**src/design/vdj_pkg.sv**
```systemverilog
// ----------------------------------------------------------------------------
// vdj_pkg
// Shared widths, register indexes and controller/datapath command types for
// the vertical diffusion Jacobi sweep block.
// ----------------------------------------------------------------------------
package vdj_pkg;

    localparam int VALUE_W   = 32;
    localparam int FRAC_BITS = 16;
    localparam int THICK_W   = 32;
    localparam int REG_W     = 32;
    localparam int ACC_W     = 64;
    localparam int DIVD_W    = 64;
    localparam int DIVS_W    = 34;
    localparam int G_W       = 30;
    localparam int MUL_W     = 33;
    localparam int CNT_W     = $clog2(DIVD_W);

    localparam logic [G_W-1:0] COUPLING_MAX = '1;

    // Configuration register indexes.
    localparam logic CFG_VISCOSITY = 1'b0;
    localparam logic CFG_TIME_STEP = 1'b1;

    typedef struct packed {
        logic capture;
        logic shift;
        logic mul_p;
        logic div_start;
        logic div_sel_solve;
        logic div_sel_below;
        logic store_ga;
        logic store_gb;
        logic mul1;
        logic mul2;
        logic acc2;
        logic load_out;
        logic kind_final;
    } vdj_cmd_t;

    typedef struct packed {
        logic [1:0] held;
        logic       last;
        logic       div_busy;
        logic       out_free;
    } vdj_stat_t;

endpackage

```
**src/design/vdj_div.sv**
```systemverilog
// ----------------------------------------------------------------------------
// vdj_div
// Restoring unsigned divider, one quotient bit per cycle.
// ----------------------------------------------------------------------------
module vdj_div (
    input  logic                        clk,
    input  logic                        rst_n,
    input  logic                        start,
    input  logic [vdj_pkg::DIVD_W-1:0]  dividend,
    input  logic [vdj_pkg::DIVS_W-1:0]  divisor,
    output logic                        busy,
    output logic [vdj_pkg::DIVD_W-1:0]  quotient,
    output logic [vdj_pkg::DIVS_W-1:0]  remainder,
    output logic [vdj_pkg::DIVS_W-1:0]  divisor_q
);

    logic [vdj_pkg::DIVD_W-1:0] quo_reg;
    logic [vdj_pkg::DIVS_W-1:0] rem_reg;
    logic [vdj_pkg::DIVS_W-1:0] div_reg;
    logic [vdj_pkg::CNT_W-1:0]  cnt_reg;
    logic                       busy_reg;

    logic [vdj_pkg::DIVS_W:0]   rem_sh;
    logic [vdj_pkg::DIVS_W:0]   diff;
    logic                       ge;

    assign rem_sh = {rem_reg, quo_reg[vdj_pkg::DIVD_W-1]};
    assign ge     = rem_sh >= {1'b0, div_reg};
    assign diff   = rem_sh - {1'b0, div_reg};

    always_ff @(posedge clk or negedge rst_n)
    begin
        if (!rst_n)
        begin
            busy_reg <= 1'b0;
            cnt_reg  <= '0;
        end
        else if (start)
        begin
            busy_reg <= 1'b1;
            cnt_reg  <= '0;
        end
        else if (busy_reg)
        begin
            cnt_reg <= cnt_reg + 1'b1;
            if (cnt_reg == vdj_pkg::CNT_W'(vdj_pkg::DIVD_W - 1))
            begin
                busy_reg <= 1'b0;
            end
        end
    end

    always_ff @(posedge clk)
    begin
        if (start)
        begin
            quo_reg <= dividend;
            rem_reg <= '0;
            div_reg <= divisor;
        end
        else if (busy_reg)
        begin
            quo_reg <= {quo_reg[vdj_pkg::DIVD_W-2:0], ge};
            rem_reg <= ge ? diff[vdj_pkg::DIVS_W-1:0] : rem_sh[vdj_pkg::DIVS_W-1:0];
        end
    end

    assign busy      = busy_reg;
    assign quotient  = quo_reg;
    assign remainder = rem_reg;
    assign divisor_q = div_reg;

endmodule

```
**src/design/vdj_dp.sv**
```systemverilog
// ----------------------------------------------------------------------------
// vdj_dp
// Datapath: configuration, layer window, shared multiplier, accumulator,
// divider and the output register.
// ----------------------------------------------------------------------------
module vdj_dp (
    input  logic                               clk,
    input  logic                               rst_n,
    input  logic                               cfg_we,
    input  logic                               cfg_index,
    input  logic [vdj_pkg::REG_W-1:0]          cfg_data,
    input  logic [vdj_pkg::THICK_W-1:0]        layer_thickness,
    input  logic signed [vdj_pkg::VALUE_W-1:0] layer_value,
    input  logic signed [vdj_pkg::VALUE_W-1:0] layer_rhs,
    input  logic                               last_layer,
    input  vdj_pkg::vdj_cmd_t                  cmd,
    output vdj_pkg::vdj_stat_t                 stat,
    output logic                               out_valid,
    input  logic                               out_stall,
    output logic signed [vdj_pkg::VALUE_W-1:0] new_value,
    output logic                               column_done,
    output logic                               saturated
);

    localparam logic [vdj_pkg::DIVD_W-1:0] LIM = vdj_pkg::DIVD_W'(1) << (vdj_pkg::VALUE_W - 1);

    logic [vdj_pkg::REG_W-1:0]          visc_reg, ts_reg;
    logic [vdj_pkg::THICK_W-1:0]        dz_in_reg, tb_reg, tm_reg;
    logic signed [vdj_pkg::VALUE_W-1:0] x_in_reg, rhs_in_reg, vb_reg, vm_reg, rm_reg;
    logic                               last_in_reg;
    logic [1:0]                         held_reg;
    logic [vdj_pkg::G_W-1:0]            ga_reg, gb_reg;
    logic signed [vdj_pkg::ACC_W-1:0]   prod_reg, acc_reg;
    logic [vdj_pkg::DIVS_W-1:0]         den_reg;
    logic                               neg_reg;
    logic                               out_valid_reg;
    logic signed [vdj_pkg::VALUE_W-1:0] val_reg;
    logic                               done_reg, sat_reg;

    logic [vdj_pkg::G_W-1:0]            g1, g2;
    logic signed [vdj_pkg::VALUE_W-1:0] x1, x2, rhs_s;
    logic [vdj_pkg::THICK_W-1:0]        dz_s;
    logic signed [vdj_pkg::MUL_W-1:0]   mul_a, mul_b;
    logic signed [2*vdj_pkg::MUL_W-1:0] mul_full;
    logic [vdj_pkg::ACC_W-1:0]          mag;
    logic                               div_start;
    logic [vdj_pkg::DIVD_W-1:0]         div_dividend;
    logic [vdj_pkg::DIVS_W-1:0]         div_divisor;
    logic                               div_busy;
    logic [vdj_pkg::DIVD_W-1:0]         quo;
    logic [vdj_pkg::DIVS_W-1:0]         rem, divq;
    logic                               half_up;
    logic [31:0]                        g_wide;
    logic [vdj_pkg::G_W-1:0]            g_calc;
    logic signed [vdj_pkg::VALUE_W-1:0] res_val;
    logic                               res_sat;
    logic [1:0]                         held_next;

    // Operand selection: the first result of an item uses both neighbors of
    // the middle layer, the final one uses the new top layer and the layer
    // below it.
    always_comb
    begin
        if (cmd.kind_final)
        begin
            g1    = ga_reg;
            x1    = vm_reg;
            g2    = '0;
            x2    = '0;
            dz_s  = dz_in_reg;
            rhs_s = rhs_in_reg;
        end
        else
        begin
            g1    = gb_reg;
            x1    = vb_reg;
            g2    = ga_reg;
            x2    = x_in_reg;
            dz_s  = tm_reg;
            rhs_s = rm_reg;
        end
    end

    always_comb
    begin
        if (cmd.mul_p)
        begin
            mul_a = signed'({1'b0, visc_reg});
            mul_b = signed'({1'b0, ts_reg});
        end
        else if (cmd.mul2)
        begin
            mul_a = signed'({3'b000, g2});
            mul_b = vdj_pkg::MUL_W'(x2);
        end
        else
        begin
            mul_a = signed'({3'b000, g1});
            mul_b = vdj_pkg::MUL_W'(x1);
        end
    end

    assign mul_full = mul_a * mul_b;

    assign mag = acc_reg[vdj_pkg::ACC_W-1] ? vdj_pkg::ACC_W'(-acc_reg) : vdj_pkg::ACC_W'(acc_reg);

    assign div_start    = cmd.div_start;
    assign div_dividend = cmd.div_sel_solve ? mag : vdj_pkg::DIVD_W'(prod_reg);
    assign div_divisor  = cmd.div_sel_solve ? den_reg :
                          vdj_pkg::DIVS_W'(tm_reg) +
                          vdj_pkg::DIVS_W'(cmd.div_sel_below ? tb_reg : dz_in_reg);

    vdj_div u_div (
        .clk       (clk),
        .rst_n     (rst_n),
        .start     (div_start),
        .dividend  (div_dividend),
        .divisor   (div_divisor),
        .busy      (div_busy),
        .quotient  (quo),
        .remainder (rem),
        .divisor_q (divq)
    );

    // Coupling is floor(2p/s): twice the quotient plus one when the doubled
    // remainder reaches the divisor, clipped to the coupling limit.
    always_comb
    begin
        half_up = {rem, 1'b0} >= {1'b0, divq};
        g_wide  = {quo[30:0], 1'b0} + {31'd0, half_up};
        if (quo >= vdj_pkg::DIVD_W'(vdj_pkg::COUPLING_MAX))
        begin
            g_calc = vdj_pkg::COUPLING_MAX;
        end
        else if (g_wide > 32'(vdj_pkg::COUPLING_MAX))
        begin
            g_calc = vdj_pkg::COUPLING_MAX;
        end
        else
        begin
            g_calc = g_wide[vdj_pkg::G_W-1:0];
        end
    end

    always_comb
    begin
        res_sat = 1'b0;
        if (neg_reg)
        begin
            if (quo > LIM)
            begin
                res_sat = 1'b1;
                res_val = signed'(LIM[vdj_pkg::VALUE_W-1:0]);
            end
            else
            begin
                res_val = signed'(-quo[vdj_pkg::VALUE_W-1:0]);
            end
        end
        else if (quo > LIM - 1'b1)
        begin
            res_sat = 1'b1;
            res_val = signed'(vdj_pkg::VALUE_W'(LIM - 1'b1));
        end
        else
        begin
            res_val = signed'(quo[vdj_pkg::VALUE_W-1:0]);
        end
    end

    always_comb
    begin
        if (last_in_reg)
        begin
            held_next = 2'd0;
        end
        else if (held_reg == 2'd0)
        begin
            held_next = 2'd1;
        end
        else
        begin
            held_next = 2'd2;
        end
    end

    always_ff @(posedge clk or negedge rst_n)
    begin
        if (!rst_n)
        begin
            visc_reg      <= vdj_pkg::REG_W'(65536);
            ts_reg        <= vdj_pkg::REG_W'(65536);
            held_reg      <= 2'd0;
            tb_reg        <= '0;
            vb_reg        <= '0;
            tm_reg        <= '0;
            vm_reg        <= '0;
            rm_reg        <= '0;
            out_valid_reg <= 1'b0;
        end
        else
        begin
            if (cfg_we && cfg_index == vdj_pkg::CFG_VISCOSITY)
            begin
                visc_reg <= cfg_data;
            end
            if (cfg_we && cfg_index == vdj_pkg::CFG_TIME_STEP)
            begin
                ts_reg <= cfg_data;
            end
            if (cmd.shift)
            begin
                held_reg <= held_next;
                tb_reg   <= tm_reg;
                vb_reg   <= vm_reg;
                tm_reg   <= dz_in_reg;
                vm_reg   <= x_in_reg;
                rm_reg   <= rhs_in_reg;
            end
            if (cmd.load_out)
            begin
                out_valid_reg <= 1'b1;
            end
            else if (!out_stall)
            begin
                out_valid_reg <= 1'b0;
            end
        end
    end

    always_ff @(posedge clk)
    begin
        if (cmd.capture)
        begin
            dz_in_reg   <= (layer_thickness == '0) ? vdj_pkg::THICK_W'(1) : layer_thickness;
            x_in_reg    <= layer_value;
            rhs_in_reg  <= layer_rhs;
            last_in_reg <= last_layer;
            ga_reg      <= '0;
            gb_reg      <= '0;
        end
        if (cmd.store_ga)
        begin
            ga_reg <= g_calc;
        end
        if (cmd.store_gb)
        begin
            gb_reg <= g_calc;
        end
        if (cmd.mul_p || cmd.mul1 || cmd.mul2)
        begin
            prod_reg <= mul_full[vdj_pkg::ACC_W-1:0];
        end
        if (cmd.mul1)
        begin
            acc_reg <= vdj_pkg::ACC_W'(rhs_s) <<< vdj_pkg::FRAC_BITS;
        end
        else if (cmd.mul2 || cmd.acc2)
        begin
            acc_reg <= acc_reg + prod_reg;
        end
        if (cmd.acc2)
        begin
            den_reg <= vdj_pkg::DIVS_W'(g1) + vdj_pkg::DIVS_W'(g2) + vdj_pkg::DIVS_W'(dz_s);
        end
        if (cmd.div_start && cmd.div_sel_solve)
        begin
            neg_reg <= acc_reg[vdj_pkg::ACC_W-1];
        end
        if (cmd.load_out)
        begin
            val_reg  <= res_val;
            sat_reg  <= res_sat;
            done_reg <= cmd.kind_final;
        end
    end

    assign stat.held     = held_reg;
    assign stat.last     = last_in_reg;
    assign stat.div_busy = div_busy;
    assign stat.out_free = !out_valid_reg || !out_stall;

    assign out_valid   = out_valid_reg;
    assign new_value   = val_reg;
    assign column_done = done_reg;
    assign saturated   = sat_reg;

endmodule

```
**src/design/vdj_ctrl.sv**
```systemverilog
// ----------------------------------------------------------------------------
// vdj_ctrl
// Controller: sequences couplings, numerator build-up, the division and the
// result hand-off for each accepted layer.
// ----------------------------------------------------------------------------
module vdj_ctrl (
    input  logic               clk,
    input  logic               rst_n,
    input  logic               in_valid,
    output logic               in_stall,
    output vdj_pkg::vdj_cmd_t  cmd,
    input  vdj_pkg::vdj_stat_t stat
);

    localparam logic [3:0] S_IDLE      = 4'd0;
    localparam logic [3:0] S_DECIDE    = 4'd1;
    localparam logic [3:0] S_MULP      = 4'd2;
    localparam logic [3:0] S_DIVA_GO   = 4'd3;
    localparam logic [3:0] S_DIVA_WAIT = 4'd4;
    localparam logic [3:0] S_DIVB_GO   = 4'd5;
    localparam logic [3:0] S_DIVB_WAIT = 4'd6;
    localparam logic [3:0] S_MUL1      = 4'd7;
    localparam logic [3:0] S_MUL2      = 4'd8;
    localparam logic [3:0] S_ACC2      = 4'd9;
    localparam logic [3:0] S_DIVS_GO   = 4'd10;
    localparam logic [3:0] S_DIVS_WAIT = 4'd11;
    localparam logic [3:0] S_OUT       = 4'd12;

    logic [3:0] state_reg, state_next;
    logic       kind_reg, kind_next;

    always_ff @(posedge clk or negedge rst_n)
    begin
        if (!rst_n)
        begin
            state_reg <= S_IDLE;
            kind_reg  <= 1'b0;
        end
        else
        begin
            state_reg <= state_next;
            kind_reg  <= kind_next;
        end
    end

    always_comb
    begin
        state_next     = state_reg;
        kind_next      = kind_reg;
        cmd            = '0;
        cmd.kind_final = kind_reg;
        in_stall       = 1'b1;
        case (state_reg)
            S_IDLE:
            begin
                in_stall = 1'b0;
                if (in_valid)
                begin
                    cmd.capture = 1'b1;
                    state_next  = S_DECIDE;
                end
            end
            S_DECIDE:
            begin
                if (stat.held == 2'd0)
                begin
                    if (stat.last)
                    begin
                        // A lone layer: both couplings stay zero.
                        kind_next  = 1'b1;
                        state_next = S_MUL1;
                    end
                    else
                    begin
                        cmd.shift  = 1'b1;
                        state_next = S_IDLE;
                    end
                end
                else
                begin
                    kind_next  = 1'b0;
                    state_next = S_MULP;
                end
            end
            S_MULP:
            begin
                cmd.mul_p  = 1'b1;
                state_next = S_DIVA_GO;
            end
            S_DIVA_GO:
            begin
                cmd.div_start = 1'b1;
                state_next    = S_DIVA_WAIT;
            end
            S_DIVA_WAIT:
            begin
                if (!stat.div_busy)
                begin
                    cmd.store_ga = 1'b1;
                    state_next   = (stat.held == 2'd1) ? S_MUL1 : S_DIVB_GO;
                end
            end
            S_DIVB_GO:
            begin
                cmd.div_start     = 1'b1;
                cmd.div_sel_below = 1'b1;
                state_next        = S_DIVB_WAIT;
            end
            S_DIVB_WAIT:
            begin
                if (!stat.div_busy)
                begin
                    cmd.store_gb = 1'b1;
                    state_next   = S_MUL1;
                end
            end
            S_MUL1:
            begin
                cmd.mul1   = 1'b1;
                state_next = S_MUL2;
            end
            S_MUL2:
            begin
                cmd.mul2   = 1'b1;
                state_next = S_ACC2;
            end
            S_ACC2:
            begin
                cmd.acc2   = 1'b1;
                state_next = S_DIVS_GO;
            end
            S_DIVS_GO:
            begin
                cmd.div_start     = 1'b1;
                cmd.div_sel_solve = 1'b1;
                state_next        = S_DIVS_WAIT;
            end
            S_DIVS_WAIT:
            begin
                if (!stat.div_busy)
                begin
                    state_next = S_OUT;
                end
            end
            S_OUT:
            begin
                if (stat.out_free)
                begin
                    cmd.load_out = 1'b1;
                    if (!kind_reg && stat.last)
                    begin
                        // The top layer's result reuses the coupling just found.
                        kind_next  = 1'b1;
                        state_next = S_MUL1;
                    end
                    else
                    begin
                        cmd.shift  = (stat.held != 2'd0);
                        state_next = S_IDLE;
                    end
                end
            end
            default:
            begin
                state_next = S_IDLE;
            end
        endcase
    end

endmodule

```
**src/design/vertical_diffusion_jacobi_sweep.sv**
```systemverilog
// ----------------------------------------------------------------------------
// vertical_diffusion_jacobi_sweep
// One Jacobi sweep of vertical diffusion over a column of layers.
//
// Channel   Direction  Handshake            Payload
// layer in  input      in_valid / in_stall  layer_thickness, layer_value,
//                                           layer_rhs, last_layer
// result    output     out_valid/out_stall  new_value, column_done, saturated
// config    input      cfg_we               cfg_index, cfg_data
//
// A layer that only opens a column is just stored. Each division holds the
// shared divider through a start and a wait state; the couplings share one
// product, one or two neighbors add one or two coupling divisions, a top layer
// gets a second result, and each result adds multiply-accumulate and output steps.
// Output stalls delay the hand-off; a new layer is accepted while a result still waits.
// Reset clears the window and the controller; registers return to 1.0.
// ----------------------------------------------------------------------------
module vertical_diffusion_jacobi_sweep (
    input  logic                               clk,
    input  logic                               rst_n,
    input  logic                               cfg_we,
    input  logic                               cfg_index,
    input  logic [vdj_pkg::REG_W-1:0]          cfg_data,
    input  logic                               in_valid,
    output logic                               in_stall,
    input  logic [vdj_pkg::THICK_W-1:0]        layer_thickness,
    input  logic signed [vdj_pkg::VALUE_W-1:0] layer_value,
    input  logic signed [vdj_pkg::VALUE_W-1:0] layer_rhs,
    input  logic                               last_layer,
    output logic                               out_valid,
    input  logic                               out_stall,
    output logic signed [vdj_pkg::VALUE_W-1:0] new_value,
    output logic                               column_done,
    output logic                               saturated
);

    vdj_pkg::vdj_cmd_t  cmd;
    vdj_pkg::vdj_stat_t stat;

    vdj_ctrl u_ctrl (
        .clk      (clk),
        .rst_n    (rst_n),
        .in_valid (in_valid),
        .in_stall (in_stall),
        .cmd      (cmd),
        .stat     (stat)
    );

    vdj_dp u_dp (
        .clk             (clk),
        .rst_n           (rst_n),
        .cfg_we          (cfg_we),
        .cfg_index       (cfg_index),
        .cfg_data        (cfg_data),
        .layer_thickness (layer_thickness),
        .layer_value     (layer_value),
        .layer_rhs       (layer_rhs),
        .last_layer      (last_layer),
        .cmd             (cmd),
        .stat            (stat),
        .out_valid       (out_valid),
        .out_stall       (out_stall),
        .new_value       (new_value),
        .column_done     (column_done),
        .saturated       (saturated)
    );

    // A division is never restarted while one is running.
    assert property (@(posedge clk) disable iff (!rst_n)
        stat.div_busy |-> !cmd.div_start)
        else $error("divider started while busy");

    // A result is only written when the output register can take it.
    assert property (@(posedge clk) disable iff (!rst_n)
        cmd.load_out |-> (!out_valid || !out_stall))
        else $error("result overwrote a pending output");

    // Once a request is accepted, the next one waits.
    assert property (@(posedge clk) disable iff (!rst_n)
        (in_valid && !in_stall) |=> in_stall)
        else $error("input accepted twice in a row");

endmodule

```
**config.mk**
```make
export PLATFORM = sky130hd
export DESIGN_NAME = vertical_diffusion_jacobi_sweep
export DESIGN_NICKNAME = d
export VERILOG_FILES = /design/src/design/vdj_pkg.sv /design/src/design/vdj_div.sv /design/src/design/vdj_dp.sv /design/src/design/vdj_ctrl.sv /design/src/design/vertical_diffusion_jacobi_sweep.sv
export SDC_FILE = /design/constraint.sdc
export NUM_CORES = 2
export LEC_CHECK = 0
export ABC_CLOCK_PERIOD_IN_PS = 10540
export BUFFER_PORTS_ARGS = -buffer_cell sky130_fd_sc_hd__buf_2
export CELL_PAD_IN_SITES_DETAIL_PLACEMENT = 0
export CELL_PAD_IN_SITES_GLOBAL_PLACEMENT = 1
export CORE_MARGIN = 3
export CORE_UTILIZATION = 46
export CTS_CLUSTER_DIAMETER = 150
export CTS_CLUSTER_SIZE = 25
export DETAILED_ROUTE_END_ITERATION = 10
export PLACE_DENSITY = 0.89
export RECOVER_POWER = 25
export SLEW_MARGIN = 20
export SYNTH_ARGS = -nofsm -noshare
export SYNTH_HDL_FRONTEND = slang
export SYNTH_SLANG_ARGS = --single-unit
```
**constraint.sdc**
```tcl
create_clock -name clk -period 10.54 [get_ports clk]
set_clock_uncertainty 0.15 [all_clocks]
set_input_delay 1.581 -clock clk [delete_from_list [all_inputs] [get_ports clk]]
set_output_delay 1.581 -clock clk [all_outputs]
set_load 0.01 [all_outputs]
```
==> results.sh <==
export IMPL_tritoncts="built"
export IMPL_r2r_cells=28
export IMPL_drc=0
export IMPL_track_usage_pct=29.68
export IMPL_h_tree_depth=2
export IMPL_status="finished with violations"
export IMPL_pre_cts_ws_ns=0.5905
export IMPL_area_growth_pct=6.651
export IMPL_fin_nets=9545
export IMPL_final_common_cell="inv_1"
export IMPL_core_area_um2=163100
export IMPL_met2_usage_pct=46.81
export IMPL_finalPower_mw=4.861
export IMPL_antenna_found_initial=15
export IMPL_drive_above_1_share_pct=10.01
export IMPL_startpoint_type="flop"
export IMPL_worstMarginPinSlew_ns=4.087
export IMPL_synth_top_cell_area_share_pct=24.66
export IMPL_final_min_clock_period_ns=10.07
export IMPL_first_global_vias=59470
export IMPL_syn_inst=7994
export IMPL_wl_um=251700
export IMPL_syn_cell_area_um2=75740
export IMPL_cpMaxStageDelayCell="o21a_1"
export IMPL_numClockSinks=723
export IMPL_crit_reg2reg_launch="u_ctrl.state_reg[2]$_DFFE_PN0P_"
export IMPL_cp_common_cell="fa_1"
export IMPL_first_iter_violations=5676
export IMPL_hold_end="u_dp.tb_reg[21]$_DFFE_PN0P_"
export IMPL_maxCapViolations=12
export IMPL_synth_top_area_cell="fa_1"
export IMPL_slew_headroom_pct=-172.5
export IMPL_die_area_um2=169500
export IMPL_fin_crit_sh_pct=95.49
export IMPL_die_height_um=411.8
export IMPL_p_leak_nw=38.96
export IMPL_ios=171
export IMPL_grtUsageMet3_pct=6.034
export IMPL_path_depth=28
export IMPL_grt_busiest_layer="met2"
export IMPL_reg2reg_to="u_dp.prod_reg[62]$_DFFE_PP_"
export IMPL_ant_nets=0
export IMPL_crit_buf_inv=5
export IMPL_violations="capacitance limit, slew limit"
export IMPL_die_w_um=411.8
export IMPL_hold_violations=0
export IMPL_fin_util_pct=49.51
export IMPL_ff2ff_setup_slack_ns=0.47
export IMPL_cts_buffer_depth=3
export IMPL_setup_viol=0
export IMPL_place_gp_congestion=1.048
export IMPL_cts_root_buffer="clkbuf_16"
export IMPL_cellPowerDensity_nw_per_um2=60.18
export IMPL_crit_fanout=67
export IMPL_endpoint_kind="flop"
export IMPL_start_util_pct=46.42
export IMPL_insertion_delay_ns=0.65
export IMPL_worst_endpoint_required_ns=10.83
export IMPL_yosys_top_cells_area="fa_1, edfxtp_1, ha_1, dfrtp_1, inv_1"
export IMPL_finalSetupTns_ns=0
export IMPL_placed_area_um2=79780
export IMPL_cts_buffers=35
export IMPL_grtUsageMet1_pct=39.87
export IMPL_max_freq_ghz=0.09935
export IMPL_grt_pass1_wl_um=376700
export IMPL_setup_slack_ns=0.4748
export IMPL_dp_hpwl_um=203500
export IMPL_slowest_delay_ns=0.72
export IMPL_avgSynthCellArea_um2=9.474
export IMPL_port_buffer_count=170
export IMPL_ys_seq_elements=723
export IMPL_vias_per_cell=5.784
export IMPL_stdcell_area_um2=80770
export IMPL_grt_max_degree=155
export IMPL_synth_edf_count=434
export IMPL_worstSetupPathType="flop to flop"
export IMPL_slew_viol_final=559
export IMPL_cp_arrival_ns=10.36
export IMPL_avgRoutedWirePerCell_um=24.65
export IMPL_irDropWorstVdd_mv=0.1980
export IMPL_min_from="u_dp.tb_reg[21]$_DFFE_PN0P_"
export IMPL_rsz0062_at_grt="no"
export IMPL_synth_ff_type="edfxtp_1"
export IMPL_hold_path_class="flop to flop"
export IMPL_dr_total_vias=59040
export IMPL_yosysWarningCount=0
export IMPL_ys_seq_area_share_pct=26.43
export IMPL_async_reset_ff_share_pct=33.06
export IMPL_synth_cell_type_count=87
export IMPL_path_delay_family="adder cells"
export IMPL_layout_common_cells="inv_1, fa_1, nand2_1"
export IMPL_grt_overflow_total=0
export IMPL_syn_nets=9543
export IMPL_min_path_cells=1
export IMPL_first_pass_iters=8
export IMPL_clk_pin_slew_ns=0.11
export IMPL_num_rows=148
==> worst max-delay path by stage <==
stage,from,to
2_1_floorplan,u_ctrl.state_reg[1]$_DFFE_PN0P_,u_dp.prod_reg[61]$_DFFE_PP_
6_report,u_ctrl.state_reg[2]$_DFFE_PN0P_,u_dp.prod_reg[62]$_DFFE_PP_
3_5_place_dp,u_ctrl.state_reg[3]$_DFFE_PN0P_,u_dp.prod_reg[61]$_DFFE_PP_
5_1_grt,u_ctrl.state_reg[2]$_DFFE_PN0P_,u_dp.prod_reg[61]$_DFFE_PP_
4_1_cts,u_ctrl.state_reg[3]$_DFFE_PN0P_,u_dp.prod_reg[61]$_DFFE_PP_
3_3_place_gp,u_ctrl.state_reg[2]$_DFFE_PN0P_,u_dp.prod_reg[60]$_DFFE_PP_
==> worst reg2reg max path: cells and delay by family (launching register included) <==
family,cells,cell delay (ns)
adders and majority gates,9,4.57
DFF,1,0.55
and+or+nand+nor,5,0.84
buffers and inverters,5,0.63
AOI/OAI and AO/OA,9,3.14
==> Yosys cell counts, types with 33 or more instances <==
| cell | number |
|---|---|
| a211oi_1 | 45 |
| a21o_1 | 167 |
| a21oi_1 | 346 |
| a31oi_1 | 36 |
| and2_1 | 58 |
| buf_1 | 45 |
| clkbuf_1 | 375 |
| dfrtp_1 | 237 |
| dfxtp_1 | 50 |
| edfxtp_1 | 434 |
| fa_1 | 933 |
| ha_1 | 481 |
| inv_1 | 1166 |
| mux2_2 | 306 |
| mux2i_1 | 101 |
| nand2_1 | 890 |
| nand2b_1 | 43 |
| nand3_1 | 54 |
| nand4_1 | 47 |
| nor2_1 | 861 |
| nor2b_1 | 70 |
| nor3_1 | 74 |
| o21a_1 | 52 |
| o21ai_0 | 316 |
| o21bai_1 | 37 |
| o22ai_1 | 34 |
| o31ai_1 | 33 |
| or2_2 | 47 |
| xnor2_1 | 202 |
| xor2_1 | 91 |
==> per-layer routing <==
metal | up-vias | share of wire [%]
met5 | - | 0.011
met4 | 4 | 5.0
met3 | 538 | 9.3
met2 | 2555 | 45
met1 | 29830 | 40
li1 | 26110 | -
==> report_power, final <==
| group | total (mW) | internal [mW] | leakage, nW | switching, mW |
|---|---|---|---|---|
| logic | 0.106 | 0.0495 | 31.2 | 0.0568 |
| registers | 3.11 | 3.01 | 7.27 | 0.0990 |
| clock network | 1.64 | 0.662 | 0.508 | 0.980 |
| total | 4.86 | 3.73 | 39.0 | 1.14 |
==> layout make-up <==
class | instances | area [um^2]
Clock inverter | 7 | 81.33
Fill cell | 15190 | 82370
Clock buffer | 56 | 964.7
Antenna cell | 10 | 25.02
Timing Repair Buffer | 397 | 2758
Sequential cell | 723 | 20020
Inverter | 1169 | 4395
Multi-Input combinational cell | 5670 | 49800
Tap cell | 2175 | 2721
==> what timing repair did <==
item,in CTS,in global routing
setup endpoints to repair,0,3
gates resized for setup,0,4
hold buffers,0,0
buffers inserted,0,0
==> through the flow <==
| step | hold slack [ns] | std cells |
|---|---|---|
| floorplan | 0.2731 | 7994 |
| global placement | 0.3309 | 10130 |
| detailed placement | 0.3370 | 10130 |
| CTS | 0.3617 | 10200 |
| global route | 0.3761 | 10200 |
| finish | 0.3610 | 10210 |
==> logic make-up (layout without fill, tap and decap cells) <==
| kind of cell | Yosys count | in the layout | share of synthesized area (%) |
|---|---|---|---|
| buffers and inverters | 1601 | 1629 | 8.008 |
| DFF | 723 | 723 | 26.43 |
| xor gates and xnor gates | 293 | 293 | 3.388 |
| AOI/OAI and AO/OA | 1275 | 1275 | 10.70 |
| muxes | 407 | 407 | 5.885 |
| and+or+nand+nor | 2281 | 2281 | 12.99 |
| other | 0 | 10 | 0 |
| adders and majority gates | 1414 | 1414 | 32.61 |
Note: power is estimated with default switching activity, not from simulation.
